File: config.mk
export PLATFORM = sky130hd
export DESIGN_NAME = cursor_sequence_buffer_flat
export DESIGN_NICKNAME = d
export VERILOG_FILES = /design/src/sv/csb_pkg.sv /design/src/sv/csb_cmd_if.sv /design/src/sv/csb_res_if.sv /design/src/sv/csb_mem.sv /design/src/sv/csb_seq.sv /design/src/sv/cursor_sequence_buffer.sv /design/src/flat_wrapper.sv
export SDC_FILE = /design/constraint.sdc
export NUM_CORES = 2
export LEC_CHECK = 0
export ABC_AREA = 1
export ABC_CLOCK_PERIOD_IN_PS = 4000
export BUFFER_PORTS_ARGS = -buffer_cell sky130_fd_sc_hd__buf_4
export CORE_UTILIZATION = 48
export CTS_CLUSTER_DIAMETER = 30
export CTS_CLUSTER_SIZE = 16
export DETAILED_ROUTE_END_ITERATION = 10
export GPL_ROUTABILITY_DRIVEN = 0
export PLACE_DENSITY = 0.66
export SLEW_MARGIN = 30
export SYNTH_ARGS = -nofsm -noshare
export SYNTH_HDL_FRONTEND = slang
export SYNTH_HIERARCHICAL = 1
export SYNTH_SLANG_ARGS = --single-unit
File: constraint.sdc
create_clock -name clk -period 4 [get_ports clk]
set_input_delay 0.4 -clock clk [delete_from_list [all_inputs] [get_ports clk]]
set_output_delay 0.4 -clock clk [all_outputs]
set_load 0.01 [all_outputs]
File: src/sv/csb_pkg.sv
package csb_pkg;

  // Fixed field widths of the channels
  localparam int CMD_W    = 3;
  localparam int VALUE_W  = 32;
  localparam int STATUS_W = 2;

  // Defaults for the top level parameters
  localparam int DEPTH_DEF      = 64;
  localparam int WORD_WIDTH_DEF = 32;

  // Command codes
  localparam logic [CMD_W-1:0] CMD_START   = 3'd0;
  localparam logic [CMD_W-1:0] CMD_ADVANCE = 3'd1;
  localparam logic [CMD_W-1:0] CMD_INSERT  = 3'd2;
  localparam logic [CMD_W-1:0] CMD_ATTACH  = 3'd3;
  localparam logic [CMD_W-1:0] CMD_REMOVE  = 3'd4;
  localparam logic [CMD_W-1:0] CMD_READ    = 3'd5;

  // Status codes
  localparam logic [STATUS_W-1:0] ST_OK         = 2'd0;
  localparam logic [STATUS_W-1:0] ST_FULL       = 2'd1;
  localparam logic [STATUS_W-1:0] ST_NO_CURRENT = 2'd2;

endpackage

File: src/sv/csb_cmd_if.sv
interface csb_cmd_if;
  logic                        valid;
  logic                        ready;
  logic [csb_pkg::CMD_W-1:0]   cmd;
  logic [csb_pkg::VALUE_W-1:0] value;

  modport source (output valid, output cmd, output value, input ready);
  modport sink (input valid, input cmd, input value, output ready);
endinterface

File: src/sv/csb_res_if.sv
interface csb_res_if #(
  parameter int CNT_W = 7
);
  logic                         valid;
  logic                         ready;
  logic                         has_current;
  logic [csb_pkg::VALUE_W-1:0]  current_value;
  logic [CNT_W-1:0]             count;
  logic [csb_pkg::STATUS_W-1:0] status;

  modport source (output valid, output has_current, output current_value, output count,
                  output status, input ready);
  modport sink (input valid, input has_current, input current_value, input count,
                input status, output ready);
endinterface

File: src/sv/csb_mem.sv
module csb_mem #(
  parameter int  DEPTH      = csb_pkg::DEPTH_DEF,
  parameter int  WORD_WIDTH = csb_pkg::WORD_WIDTH_DEF,
  localparam int AW         = $clog2(DEPTH)
) (
  input  logic                  clk,
  input  logic                  we,
  input  logic [AW-1:0]         waddr,
  input  logic [WORD_WIDTH-1:0] wdata,
  input  logic                  re,
  input  logic [AW-1:0]         raddr,
  output logic [WORD_WIDTH-1:0] rdata
);

  logic [WORD_WIDTH-1:0] mem [DEPTH];
  logic [WORD_WIDTH-1:0] rdata_r;

  // Write port
  always_ff @(posedge clk) begin
    if (we) begin
      mem[waddr] <= wdata;
    end
  end

  // Registered read port, holds its data between reads
  always_ff @(posedge clk) begin
    if (re) begin
      rdata_r <= mem[raddr];
    end
  end

  assign rdata = rdata_r;

endmodule

File: src/sv/csb_seq.sv
module csb_seq #(
  parameter int  DEPTH      = csb_pkg::DEPTH_DEF,
  parameter int  WORD_WIDTH = csb_pkg::WORD_WIDTH_DEF,
  localparam int AW         = $clog2(DEPTH),
  localparam int CNT_W      = $clog2(DEPTH + 1)
) (
  input  logic                  clk,
  input  logic                  rst_n,
  csb_cmd_if.sink               in_chan,
  csb_res_if.source             out_chan,
  output logic                  mem_we,
  output logic [AW-1:0]         mem_waddr,
  output logic [WORD_WIDTH-1:0] mem_wdata,
  output logic                  mem_re,
  output logic [AW-1:0]         mem_raddr,
  input  logic [WORD_WIDTH-1:0] mem_rdata
);

  import csb_pkg::*;

  localparam logic [2:0] S_IDLE  = 3'd0;
  localparam logic [2:0] S_SHIFT = 3'd1;
  localparam logic [2:0] S_PUT   = 3'd2;
  localparam logic [2:0] S_READ  = 3'd3;
  localparam logic [2:0] S_RESP  = 3'd4;

  logic [2:0]            state_r, state_nxt;
  logic [CNT_W-1:0]      count_r, count_nxt;
  logic [CNT_W-1:0]      cursor_r, cursor_nxt;
  logic [CNT_W-1:0]      src_r, src_nxt;
  logic [CNT_W-1:0]      rem_r, rem_nxt;
  logic [AW-1:0]         pa_r, pa_nxt;
  logic                  pw_r, pw_nxt;
  logic                  up_r, up_nxt;
  logic                  put_r, put_nxt;
  logic [AW-1:0]         pos_r, pos_nxt;
  logic [WORD_WIDTH-1:0] word_r, word_nxt;
  logic [STATUS_W-1:0]   status_r, status_nxt;

  logic                  out_valid_r, out_valid_nxt;
  logic                  out_has_r, out_has_nxt;
  logic [VALUE_W-1:0]    out_val_r, out_val_nxt;
  logic [CNT_W-1:0]      out_cnt_r, out_cnt_nxt;
  logic [STATUS_W-1:0]   out_status_r, out_status_nxt;

  logic                  accept;
  logic                  cur_valid;
  logic                  full;
  logic [CNT_W-1:0]      pos;
  logic [63:0]           in_ext;
  logic [63:0]           rd_ext;

  assign accept    = in_chan.valid && in_chan.ready;
  assign cur_valid = cursor_r < count_r;
  assign full      = count_r == CNT_W'(DEPTH);
  assign in_ext    = 64'(in_chan.value);
  assign rd_ext    = 64'(mem_rdata);

  // Target slot of an insert or attach
  always_comb begin
    if (in_chan.cmd == CMD_INSERT) begin
      pos = cur_valid ? cursor_r : '0;
    end else begin
      pos = cur_valid ? cursor_r + CNT_W'(1) : count_r;
    end
  end

  // Sequencer: decode, shift through memory, write new word, read back, respond
  always_comb begin
    state_nxt      = state_r;
    count_nxt      = count_r;
    cursor_nxt     = cursor_r;
    src_nxt        = src_r;
    rem_nxt        = rem_r;
    pa_nxt         = pa_r;
    pw_nxt         = pw_r;
    up_nxt         = up_r;
    put_nxt        = put_r;
    pos_nxt        = pos_r;
    word_nxt       = word_r;
    status_nxt     = status_r;
    out_valid_nxt  = out_valid_r;
    out_has_nxt    = out_has_r;
    out_val_nxt    = out_val_r;
    out_cnt_nxt    = out_cnt_r;
    out_status_nxt = out_status_r;
    mem_we         = 1'b0;
    mem_waddr      = pa_r;
    mem_wdata      = mem_rdata;
    mem_re         = 1'b0;
    mem_raddr      = src_r[AW-1:0];

    // Drop the result once the sink takes it
    if (out_valid_r && out_chan.ready) begin
      out_valid_nxt = 1'b0;
    end

    unique case (state_r)
      S_IDLE: begin
        if (accept) begin
          status_nxt = ST_OK;
          word_nxt   = in_ext[WORD_WIDTH-1:0];
          state_nxt  = S_READ;
          unique case (in_chan.cmd)
            CMD_START: begin
              cursor_nxt = '0;
            end
            CMD_ADVANCE: begin
              if (!cur_valid) begin
                status_nxt = ST_NO_CURRENT;
              end else begin
                cursor_nxt = cursor_r + CNT_W'(1);
              end
            end
            CMD_INSERT, CMD_ATTACH: begin
              if (full) begin
                status_nxt = ST_FULL;
              end else begin
                cursor_nxt = pos;
                pos_nxt    = pos[AW-1:0];
                rem_nxt    = count_r - pos;
                src_nxt    = count_r - CNT_W'(1);
                up_nxt     = 1'b1;
                put_nxt    = 1'b1;
                pw_nxt     = 1'b0;
                count_nxt  = count_r + CNT_W'(1);
                state_nxt  = S_SHIFT;
              end
            end
            CMD_REMOVE: begin
              if (!cur_valid) begin
                status_nxt = ST_NO_CURRENT;
              end else begin
                rem_nxt   = count_r - CNT_W'(1) - cursor_r;
                src_nxt   = cursor_r + CNT_W'(1);
                up_nxt    = 1'b0;
                put_nxt   = 1'b0;
                pw_nxt    = 1'b0;
                count_nxt = count_r - CNT_W'(1);
                state_nxt = S_SHIFT;
              end
            end
            default: begin
            end
          endcase
        end
      end
      S_SHIFT: begin
        // Retire the move whose source was read last cycle
        mem_we = pw_r;
        if (rem_r != '0) begin
          mem_re  = 1'b1;
          pw_nxt  = 1'b1;
          rem_nxt = rem_r - CNT_W'(1);
          if (up_r) begin
            pa_nxt  = AW'(src_r + CNT_W'(1));
            src_nxt = src_r - CNT_W'(1);
          end else begin
            pa_nxt  = AW'(src_r - CNT_W'(1));
            src_nxt = src_r + CNT_W'(1);
          end
        end else begin
          pw_nxt    = 1'b0;
          state_nxt = put_r ? S_PUT : S_READ;
        end
      end
      S_PUT: begin
        mem_we    = 1'b1;
        mem_waddr = pos_r;
        mem_wdata = word_r;
        state_nxt = S_READ;
      end
      S_READ: begin
        mem_re    = 1'b1;
        mem_raddr = cursor_r[AW-1:0];
        state_nxt = S_RESP;
      end
      S_RESP: begin
        // Hold until the result register is free
        if (!out_valid_r || out_chan.ready) begin
          out_valid_nxt  = 1'b1;
          out_has_nxt    = cur_valid;
          out_val_nxt    = cur_valid ? rd_ext[VALUE_W-1:0] : '0;
          out_cnt_nxt    = count_r;
          out_status_nxt = status_r;
          state_nxt      = S_IDLE;
        end
      end
      default: begin
        state_nxt = S_IDLE;
      end
    endcase
  end

  always_ff @(posedge clk) begin
    if (!rst_n) begin
      state_r     <= S_IDLE;
      count_r     <= '0;
      cursor_r    <= '0;
      pw_r        <= 1'b0;
      out_valid_r <= 1'b0;
    end else begin
      state_r     <= state_nxt;
      count_r     <= count_nxt;
      cursor_r    <= cursor_nxt;
      pw_r        <= pw_nxt;
      out_valid_r <= out_valid_nxt;
    end
  end

  always_ff @(posedge clk) begin
    src_r        <= src_nxt;
    rem_r        <= rem_nxt;
    pa_r         <= pa_nxt;
    up_r         <= up_nxt;
    put_r        <= put_nxt;
    pos_r        <= pos_nxt;
    word_r       <= word_nxt;
    status_r     <= status_nxt;
    out_has_r    <= out_has_nxt;
    out_val_r    <= out_val_nxt;
    out_cnt_r    <= out_cnt_nxt;
    out_status_r <= out_status_nxt;
  end

  assign in_chan.ready          = state_r == S_IDLE;
  assign out_chan.valid         = out_valid_r;
  assign out_chan.has_current   = out_has_r;
  assign out_chan.current_value = out_val_r;
  assign out_chan.count         = out_cnt_r;
  assign out_chan.status        = out_status_r;

`ifndef ASSERT_OFF
  a_count_range: assert property (@(posedge clk) disable iff (!rst_n)
    count_r <= CNT_W'(DEPTH))
    else $error("entry count above capacity");

  a_cursor_range: assert property (@(posedge clk) disable iff (!rst_n)
    cursor_r <= count_r)
    else $error("cursor beyond end of buffer");

  a_shift_no_clash: assert property (@(posedge clk) disable iff (!rst_n)
    (state_r == S_SHIFT && pw_r && rem_r != '0) |-> pa_r != src_r[AW-1:0])
    else $error("shift write collides with shift read");

  a_insert_grows: assert property (@(posedge clk) disable iff (!rst_n)
    (accept && (in_chan.cmd == CMD_INSERT || in_chan.cmd == CMD_ATTACH) && !full)
    |=> count_r == $past(count_r) + CNT_W'(1))
    else $error("insert did not grow the buffer");

  a_remove_shrinks: assert property (@(posedge clk) disable iff (!rst_n)
    (accept && in_chan.cmd == CMD_REMOVE && cur_valid)
    |=> count_r == $past(count_r) - CNT_W'(1))
    else $error("remove did not shrink the buffer");
`endif

endmodule

File: src/sv/cursor_sequence_buffer.sv
// Ordered buffer of up to DEPTH words with a cursor on the current entry.
// in_chan carries one command per transfer: start, advance, insert before,
// attach after, remove current or read, with a word for insert and attach.
// out_chan returns one result per command: whether a current entry exists,
// its word (zero if none), the entry count and a status code.
// Words live in a single-port-write, single-port-read memory with a
// registered read. Insert, attach and remove move the entries
// behind the cursor one per cycle through that memory, reading one slot
// while the previous move is written back.
// Start, advance and read read the cursor slot, then register the result.
// Insert and attach first move the n entries from the target slot up, then
// write the new word and read back; remove moves the n entries behind the
// cursor down, then reads back; n is at most DEPTH - 1. One command is in
// work at a time; a new one is taken after the previous result is registered.
// A finished result waits in the output register while the receiver stalls;
// the next command is accepted meanwhile and its result holds until then.
// Reset empties the buffer and puts the cursor at the front; memory contents
// are left as they are and only words below the entry count are returned.
module cursor_sequence_buffer #(
  parameter int DEPTH      = csb_pkg::DEPTH_DEF,
  parameter int WORD_WIDTH = csb_pkg::WORD_WIDTH_DEF
) (
  input  logic      clk,
  input  logic      rst_n,
  csb_cmd_if.sink   in_chan,
  csb_res_if.source out_chan
);

  import csb_pkg::*;

  localparam int AW = $clog2(DEPTH);

  logic                  mem_we;
  logic [AW-1:0]         mem_waddr;
  logic [WORD_WIDTH-1:0] mem_wdata;
  logic                  mem_re;
  logic [AW-1:0]         mem_raddr;
  logic [WORD_WIDTH-1:0] mem_rdata;

  // Command sequencer and result register
  csb_seq #(
    .DEPTH      (DEPTH),
    .WORD_WIDTH (WORD_WIDTH)
  ) u_seq (
    .clk       (clk),
    .rst_n     (rst_n),
    .in_chan   (in_chan),
    .out_chan  (out_chan),
    .mem_we    (mem_we),
    .mem_waddr (mem_waddr),
    .mem_wdata (mem_wdata),
    .mem_re    (mem_re),
    .mem_raddr (mem_raddr),
    .mem_rdata (mem_rdata)
  );

  // Entry storage
  csb_mem #(
    .DEPTH      (DEPTH),
    .WORD_WIDTH (WORD_WIDTH)
  ) u_mem (
    .clk   (clk),
    .we    (mem_we),
    .waddr (mem_waddr),
    .wdata (mem_wdata),
    .re    (mem_re),
    .raddr (mem_raddr),
    .rdata (mem_rdata)
  );

endmodule
File: src/flat_wrapper.sv
// flat-port wrapper written by rule: the top's interface ports become plain ports
module cursor_sequence_buffer_flat import csb_pkg::*;
#(
  parameter int DEPTH      = csb_pkg::DEPTH_DEF,
  parameter int WORD_WIDTH = csb_pkg::WORD_WIDTH_DEF
)
  (clk, rst_n, in_chan_valid, in_chan_cmd, in_chan_value, in_chan_ready, out_chan_valid, out_chan_has_current, out_chan_current_value, out_chan_count, out_chan_status, out_chan_ready);
  csb_cmd_if in_chan_i ();
  csb_res_if out_chan_i ();
  input  logic clk;
  input  logic rst_n;
  input wire logic [$bits(in_chan_i.valid)-1:0] in_chan_valid;
  input wire logic [$bits(in_chan_i.cmd)-1:0] in_chan_cmd;
  input wire logic [$bits(in_chan_i.value)-1:0] in_chan_value;
  output wire logic [$bits(in_chan_i.ready)-1:0] in_chan_ready;
  output wire logic [$bits(out_chan_i.valid)-1:0] out_chan_valid;
  output wire logic [$bits(out_chan_i.has_current)-1:0] out_chan_has_current;
  output wire logic [$bits(out_chan_i.current_value)-1:0] out_chan_current_value;
  output wire logic [$bits(out_chan_i.count)-1:0] out_chan_count;
  output wire logic [$bits(out_chan_i.status)-1:0] out_chan_status;
  input wire logic [$bits(out_chan_i.ready)-1:0] out_chan_ready;
  assign in_chan_i.valid = in_chan_valid;
  assign in_chan_i.cmd = in_chan_cmd;
  assign in_chan_i.value = in_chan_value;
  assign in_chan_ready = in_chan_i.ready;
  assign out_chan_valid = out_chan_i.valid;
  assign out_chan_has_current = out_chan_i.has_current;
  assign out_chan_current_value = out_chan_i.current_value;
  assign out_chan_count = out_chan_i.count;
  assign out_chan_status = out_chan_i.status;
  assign out_chan_i.ready = out_chan_ready;
  cursor_sequence_buffer #(.DEPTH(DEPTH), .WORD_WIDTH(WORD_WIDTH)) u_core (.clk(clk), .rst_n(rst_n), .in_chan(in_chan_i), .out_chan(out_chan_i));
endmodule
**Yosys cells after proc, flatten, opt, wreduce, memory -nomap -nowiden**

Memories as Yosys holds them, arrays and structs flattened. A register that Yosys moved wholly into a read port is not among the register bits.
Cells that the tools add are included.
W data, S select, Z words.

- Flip-flop bits (word level): 122
- Bits in writable memories: 2,048
- Input port bits: 39
- Output and inout port bits: 44
- Word-level logic and storage cells: 118
- Memories: 1

Memories:

| name | depth | width | rd ports | clocked after memory_dff | wr ports | RTL line | text |
|---|---|---|---|---|---|---|---|
| u_core.u_mem.mem | 64 | 32 | 1 | 1 | 1 | csb_mem.sv:15 | `logic [WORD_WIDTH-1:0] mem [DEPTH];` |

- $add $sub $neg: 8
- Magnitude comparators: 1
- Eq/ne operators: 19
- Mux-type cells: 51
- Bitwise logic cells: 1
- Reduce and logical (&&, ||, !) cells: 21

Operator list:

| cell | count |
|---|---|
| $mux W7 | 15 |
| $pmux W7 S2 | 5 |
| $mux W32 | 1 |
| $add A7 B1 Y7 const B | 3 |
| $pmux W7 S3 | 1 |
| $sub A7 B1 Y7 const B | 3 |
| $mux W6 | 3 |
| $pmux W3 S5 | 1 |
| $reduce_and A5 Y1 | 3 |
| $sub A7 B7 Y7 | 2 |
| $eq A3 B2 Y1 const B | 4 |
| $mux W1 | 12 |
| $ne A2 B2 Y1 const B | 6 |
| $pmux W1 S2 | 5 |
| $mux W3 | 3 |
| $pmux W2 S2 | 2 |
| $eq A7 B7 Y1 const B | 1 |
| $lt A7 B7 Y1 | 1 |
| $reduce_bool A7 Y1 | 1 |
| $eq A3 B1 Y1 const B | 2 |
| $eq A3 B3 Y1 const B | 2 |
| $logic_not A3 Y1 | 2 |
| $mux W2 | 3 |
| $ne A3 B3 Y1 const B | 2 |
| 13 further kinds | 18 |

**Logic depth before layout (Yosys ltp)**

- Depth after elaboration: 8
- Depth in mapped cells: 24
- Depth with buffers taken out: 24

**By module**

Netlist, hierarchy kept.

By module, submodules not included:

| module | instances | cells each | area an instance (um2) | sequential area each (um2) |
|---|---|---|---|---|
| csb_mem | 1 | 6,785 | 83,106.0 | 62,459.9 |
| csb_seq | 1 | 724 | 6,645.1 | 3,443.3 |

**Least setup slack after synthesis**

No wires, ideal clock.

- Path type: flip-flop to flip-flop
- Start: reg u_core.u_seq.state_r[2]
- End: mem u_core/u_mem/mem[48][0] in the netlist's numbering (enable)
- Library setup time: 0.461 ns
- Arrival: 3.822 ns
- Data required time: 3.539 ns
- Slack: -0.283 ns
- Stages on the path, launching flop included: 9
- Path buffers: 3
- Cells stage by stage: dfxtp_1 -> nor2_1 -> nand2_1 -> clkbuf_1 -> buf_1 -> nand2_1 -> clkbuf_1 -> inv_1 -> nor3_1

- Word-level cells in the longest chain between the ends: 4

Ends and longest elaborated chain:

| item | RTL line | text |
|---|---|---|
| start, declared | csb_seq.sv:27 | `logic [2:0] state_r, state_nxt;` |
| start signal, assigned | csb_seq.sv:203 | `state_r <= state_nxt;` |
| $eq A3 B2 Y1 / $eq A3 B1 Y1 (equally long branches) | csb_seq.sv:98 | `unique case (state_r)` |
| $pmux W1 S2 (*) | csb_seq.sv:98 |  |
| net u_core.mem_we | cursor_sequence_buffer.sv:33 | `logic mem_we;` |
| $mux W1 (*) | csb_mem.sv:20 | `if (we) begin` |
| $mux W1 (implied by the code) (*) | csb_mem.sv:21 | `mem[waddr] <= wdata;` |
| end, declared | csb_mem.sv:15 |  |

Mark *: on every way through the listed nets, which the timed path passes. The rest lies on a longest branch.

**Worst setup path in the final report**

- Start: reg u_core.u_seq.state_r[0]
- End: reg u_core.u_mem.rdata_r[19], in the netlist u_core/u_mem/rdata[19] (read register of u_core.u_mem.mem) (data pin)

- Word-level cells in the longest chain between the ends: 2

Ends and longest elaborated chain:

| item | RTL line | text |
|---|---|---|
| $eq A3 B2 Y1 | csb_seq.sv:98 |  |
| $mux W6 | csb_seq.sv:98 |  |
| net u_core.mem_raddr[1] | cursor_sequence_buffer.sv:37 | `logic [AW-1:0] mem_raddr;` |
| end, declared | csb_mem.sv:16 | `logic [WORD_WIDTH-1:0] rdata_r;` |

The timed path passes the listed nets, and every way through them passes these cells.
A chain may end at the register's enable or synchronous reset.

==> metrics.md <==
| Metric | Value |
|---|---|
| Fin. max-slew vios | 0 |
| Outcome | completed |
| Final hold violations | 0 |
| Clock Sink Count | about 2,200 |
| Total gr overflow | 0 |
| PnR Total Power | about 100 mW |
| Placed Cells | roughly 10,000 |
| Post-route ant nets | 0 |
| Worst EP arrival | around 4400 ps |
| Largest family of logic cells by synthesized area | simple AND/OR/NAND/NOR gates |
| # resized after CTS | 0 |
| Adder-Cell Fraction of Synth Area | 0.00385 |
| Final #Nets | about 7,900 |
| P&R area growth vs syn | 21.9% |
| #FFs+latches synth | 2,201 |
| I/O pin total | a little over 80 |
| Final WL | 266,000 µm |
| Area of the core | about 190,000 µm² |
| Total number of yosys warnings | 6 |
| Seq/Total Area, Yosys | 0.734 |
| Die Y-Extent | around 430 µm |
| Worst endpoint required time | 4690 ps |
| Total track usage | 0.279 |
| Post-synthesis simple-gate area fraction | 0.217 |
| DP Wirelength | 140,000 µm |
| Hold crit path type | input pin to register |
| Clk slew on worst S/H paths | around 50 ps |
| Critical setup path kind | register to register |
| Relative slew slack | 0.389 |
| Setup TNS Final | 0 ps |
| Filler cell count | roughly 14,000 |
| Comb power frac | 0.354 |
| Worst-path maximum fanout | 104 |
| Synth Flop Type | edfxtp_1 |
| Fin Clk Skew | roughly 75 ps |
| Netlist cell types | 45 |
| Leakage | about 40 nW |
| Final setup viols | 0 |
| Die area | about 190,000 µm² |
| First-pass GRT wire length | roughly 390,000 µm |
| Via count | approximately 62,000 |
| Synthesized instance count | approximately 7,500 |
| Initial antenna violation count | 9 |
| Number of global-route vias before repair | 59,900 |
| WL/cell | approximately 25 µm |
| CP Launch Type | register |
| IO buf count | 82 |
| Drt first pass iters | 8 |
| Initial Util | 0.483 |
| Flop pwr share | 0.314 |
| Largest net degree at the start of global routing | 117 |
| CTS tree | built |
| TritonCTS buffer count | roughly 400 |
| Share of cells above drive strength 1 | 0.141 |
| Most frequent cells in the layout | 2,352 x nand2_1, 2,182 x edfxtp_1, 1,934 x nand3_1 |
| Mean Syn Cell Area | roughly 12 µm² |
| Post-synth EDFFs | around 2,200 |
| Post-synthesis cell area | 89,800 µm² |
| Reg2Reg Depth | 15 |
| Longest Clk Path Bufs | 4 |
| # rows | 158 |
| Switching share of total power | 0.382 |
| Fmax | 0.271 GHz |
| Fin crit period | 3690 ps |
| Ys async rst share | 0 |
| Final worst path period share | 0.921 |
| Non-filler cells, final | between 10,000 and 15,000 |
| H-tree depth | 5 |
| Compound-gate portion of the synthesized area | 0.00901 |
| Vias/cell | 5.87 |
| Syn Nets | approximately 7,600 |
| Worst slew pin tran | between 900 and 1000 ps |
| Hold Path Cell Cnt | 2 |
| RSZ-0062 raised after global routing | no |
| Commonest non-fill, non-tap cell in the layout | nand2_1 |
| Root buffer cell | clkbuf_16 |
| P_sw | ~40 mW |
| Clock Latency Late Sink | between 900 and 1000 ps |
| Mux cell area share after synthesis | 0.000753 |
| Number of max-cap violations | 0 |
| Die width | roughly 430 µm |
| Worst hold margin | about 180 ps |
| Crit. End Element | register |
| DRC viols | 0 |
| Max rail drop VDD | just under 0.8 mV |
| Cell-internal power | between 60 and 70 mW |
| Clock share of power | 0.333 |
| Power Density | between 900 and 1000 nW/µm² |
| Synth Area in XOR/XNOR | 0.00244 |
| Initial DRC Count | between 8,000 and 9,000 |
## critical path, stage by stage (launching register included)
cell and delay (ps):
dfxtp_1 360, inv_1 80, nor2_1 130, nand2_1 230, buf_4 280, nand2_1 110, o21ai_4 160, inv_8 340
buf_12 450, nand3_1 170, nand3_1 120, nand3_1 220, nand3_1 210, nand2_1 120, nand2_1 170, nand2_1 70
## flip-flops by register name, summed over array words and instances (netlist names), 2 cells and up
signal and flops:
u_core/u_mem/mem 2048, u_core/u_mem/rdata 32, u_core/u_seq/count_r 7, u_core/u_seq/cursor_r 7
u_core/u_seq/out_chan.count 7, u_core/u_seq/out_chan.current_value 32, u_core/u_seq/out_chan.status 2, u_core/u_seq/pa_r 6
u_core/u_seq/pos_r 6, u_core/u_seq/rem_r 7, u_core/u_seq/src_r 6, u_core/u_seq/state_r 3
u_core/u_seq/status_r 2, u_core/u_seq/word_r 32
## kinds of logic after synthesis
group / Yosys count
mux: 6
compound gates: 138
buf+inv: 609
simple gates: 4503
xor+xnor: 25
fa+ha+maj: 27
flops: 2201
## power by group through the flow
stage                     clock [mW]  sequential, mW  combinational, mW
after CTS                       34.3            32.1               35.1
after detailed placement           0            32.5               34.8
after floorplan                    0            32.8               20.0
after global routing            35.4            32.2               38.3
after global placement             0            32.5               34.0
final                           34.1            32.1               36.3
## path summary, 6_finish.rpt
| check | start | to | slack [ps] |
|---|---|---|---|
| max reg2reg | u_core/u_seq/state_r[0] | u_core/u_mem/rdata[19] | 310 |
| min reg2reg | u_core/u_seq/status_r[0] | u_core/u_seq/out_chan.status[0] | 430 |
| max | u_core/u_seq/state_r[0] | u_core/u_mem/rdata[19] | 310 |
| min | in_chan_value[29] | u_core/u_seq/word_r[29] | 180 |
## per-layer routing
layer / vias to the layer above / wire length [µm] / share of wire / GRT usage
met5: - / 0 / 0 / 0
met1: 30500 / 102000 / 0.38 / 0.383
met2: 3860 / 121000 / 0.45 / 0.429
met4: 0 / 12700 / 0.048 / 0.136
li1: 27400 / - / - / -
met3: 619 / 30200 / 0.11 / 0.0554
## synthesized netlist by cell type (26+ instances only)
master / number / area, µm²
ha_1: 26 / 325
buf_1: 63 / 236
inv_1: 126 / 473
clkbuf_1: 95 / 357
buf_2: 251 / 1260
buf_4: 43 / 323
a21oi_1: 67 / 335
edfxtp_1: 2182 / 65500
nor2_1: 165 / 619
nand3_1: 1934 / 9680
nand2_1: 2354 / 8840
o21ai_0: 39 / 195
## layout make-up
| class | count | area (µm²) | area share |
|---|---|---|---|
| flip-flops and latches | 2201 | 65900 | 0.602 |
| multi-input cells | 4699 | 21900 | 0.200 |
| clock buffers | 447 | 10300 | 0.0942 |
| repair buffers | 378 | 4300 | 0.0393 |
| clock inverters | 271 | 3340 | 0.0305 |
| well taps | 2480 | 3100 | 0.0284 |
| inverters | 141 | 571 | 0.00522 |
| diodes | 2 | 5.00 | 0.0000457 |
## through the flow
stage	area [µm²]	utilization	worst slack [ps]
after CTS	109000	0.589	472
after floorplan	89800	-	-283
final	109000	0.589	314
after global placement	95100	0.512	464
after detailed placement	95200	0.513	488
after global routing	109000	0.589	269
## repair_timing
action | in CTS | in global routing
hold endpoints to repair | 48 | 0
hold buffers | 39 | 0
setup buffers | 0 | 0
(Power assumes the default switching activity.)
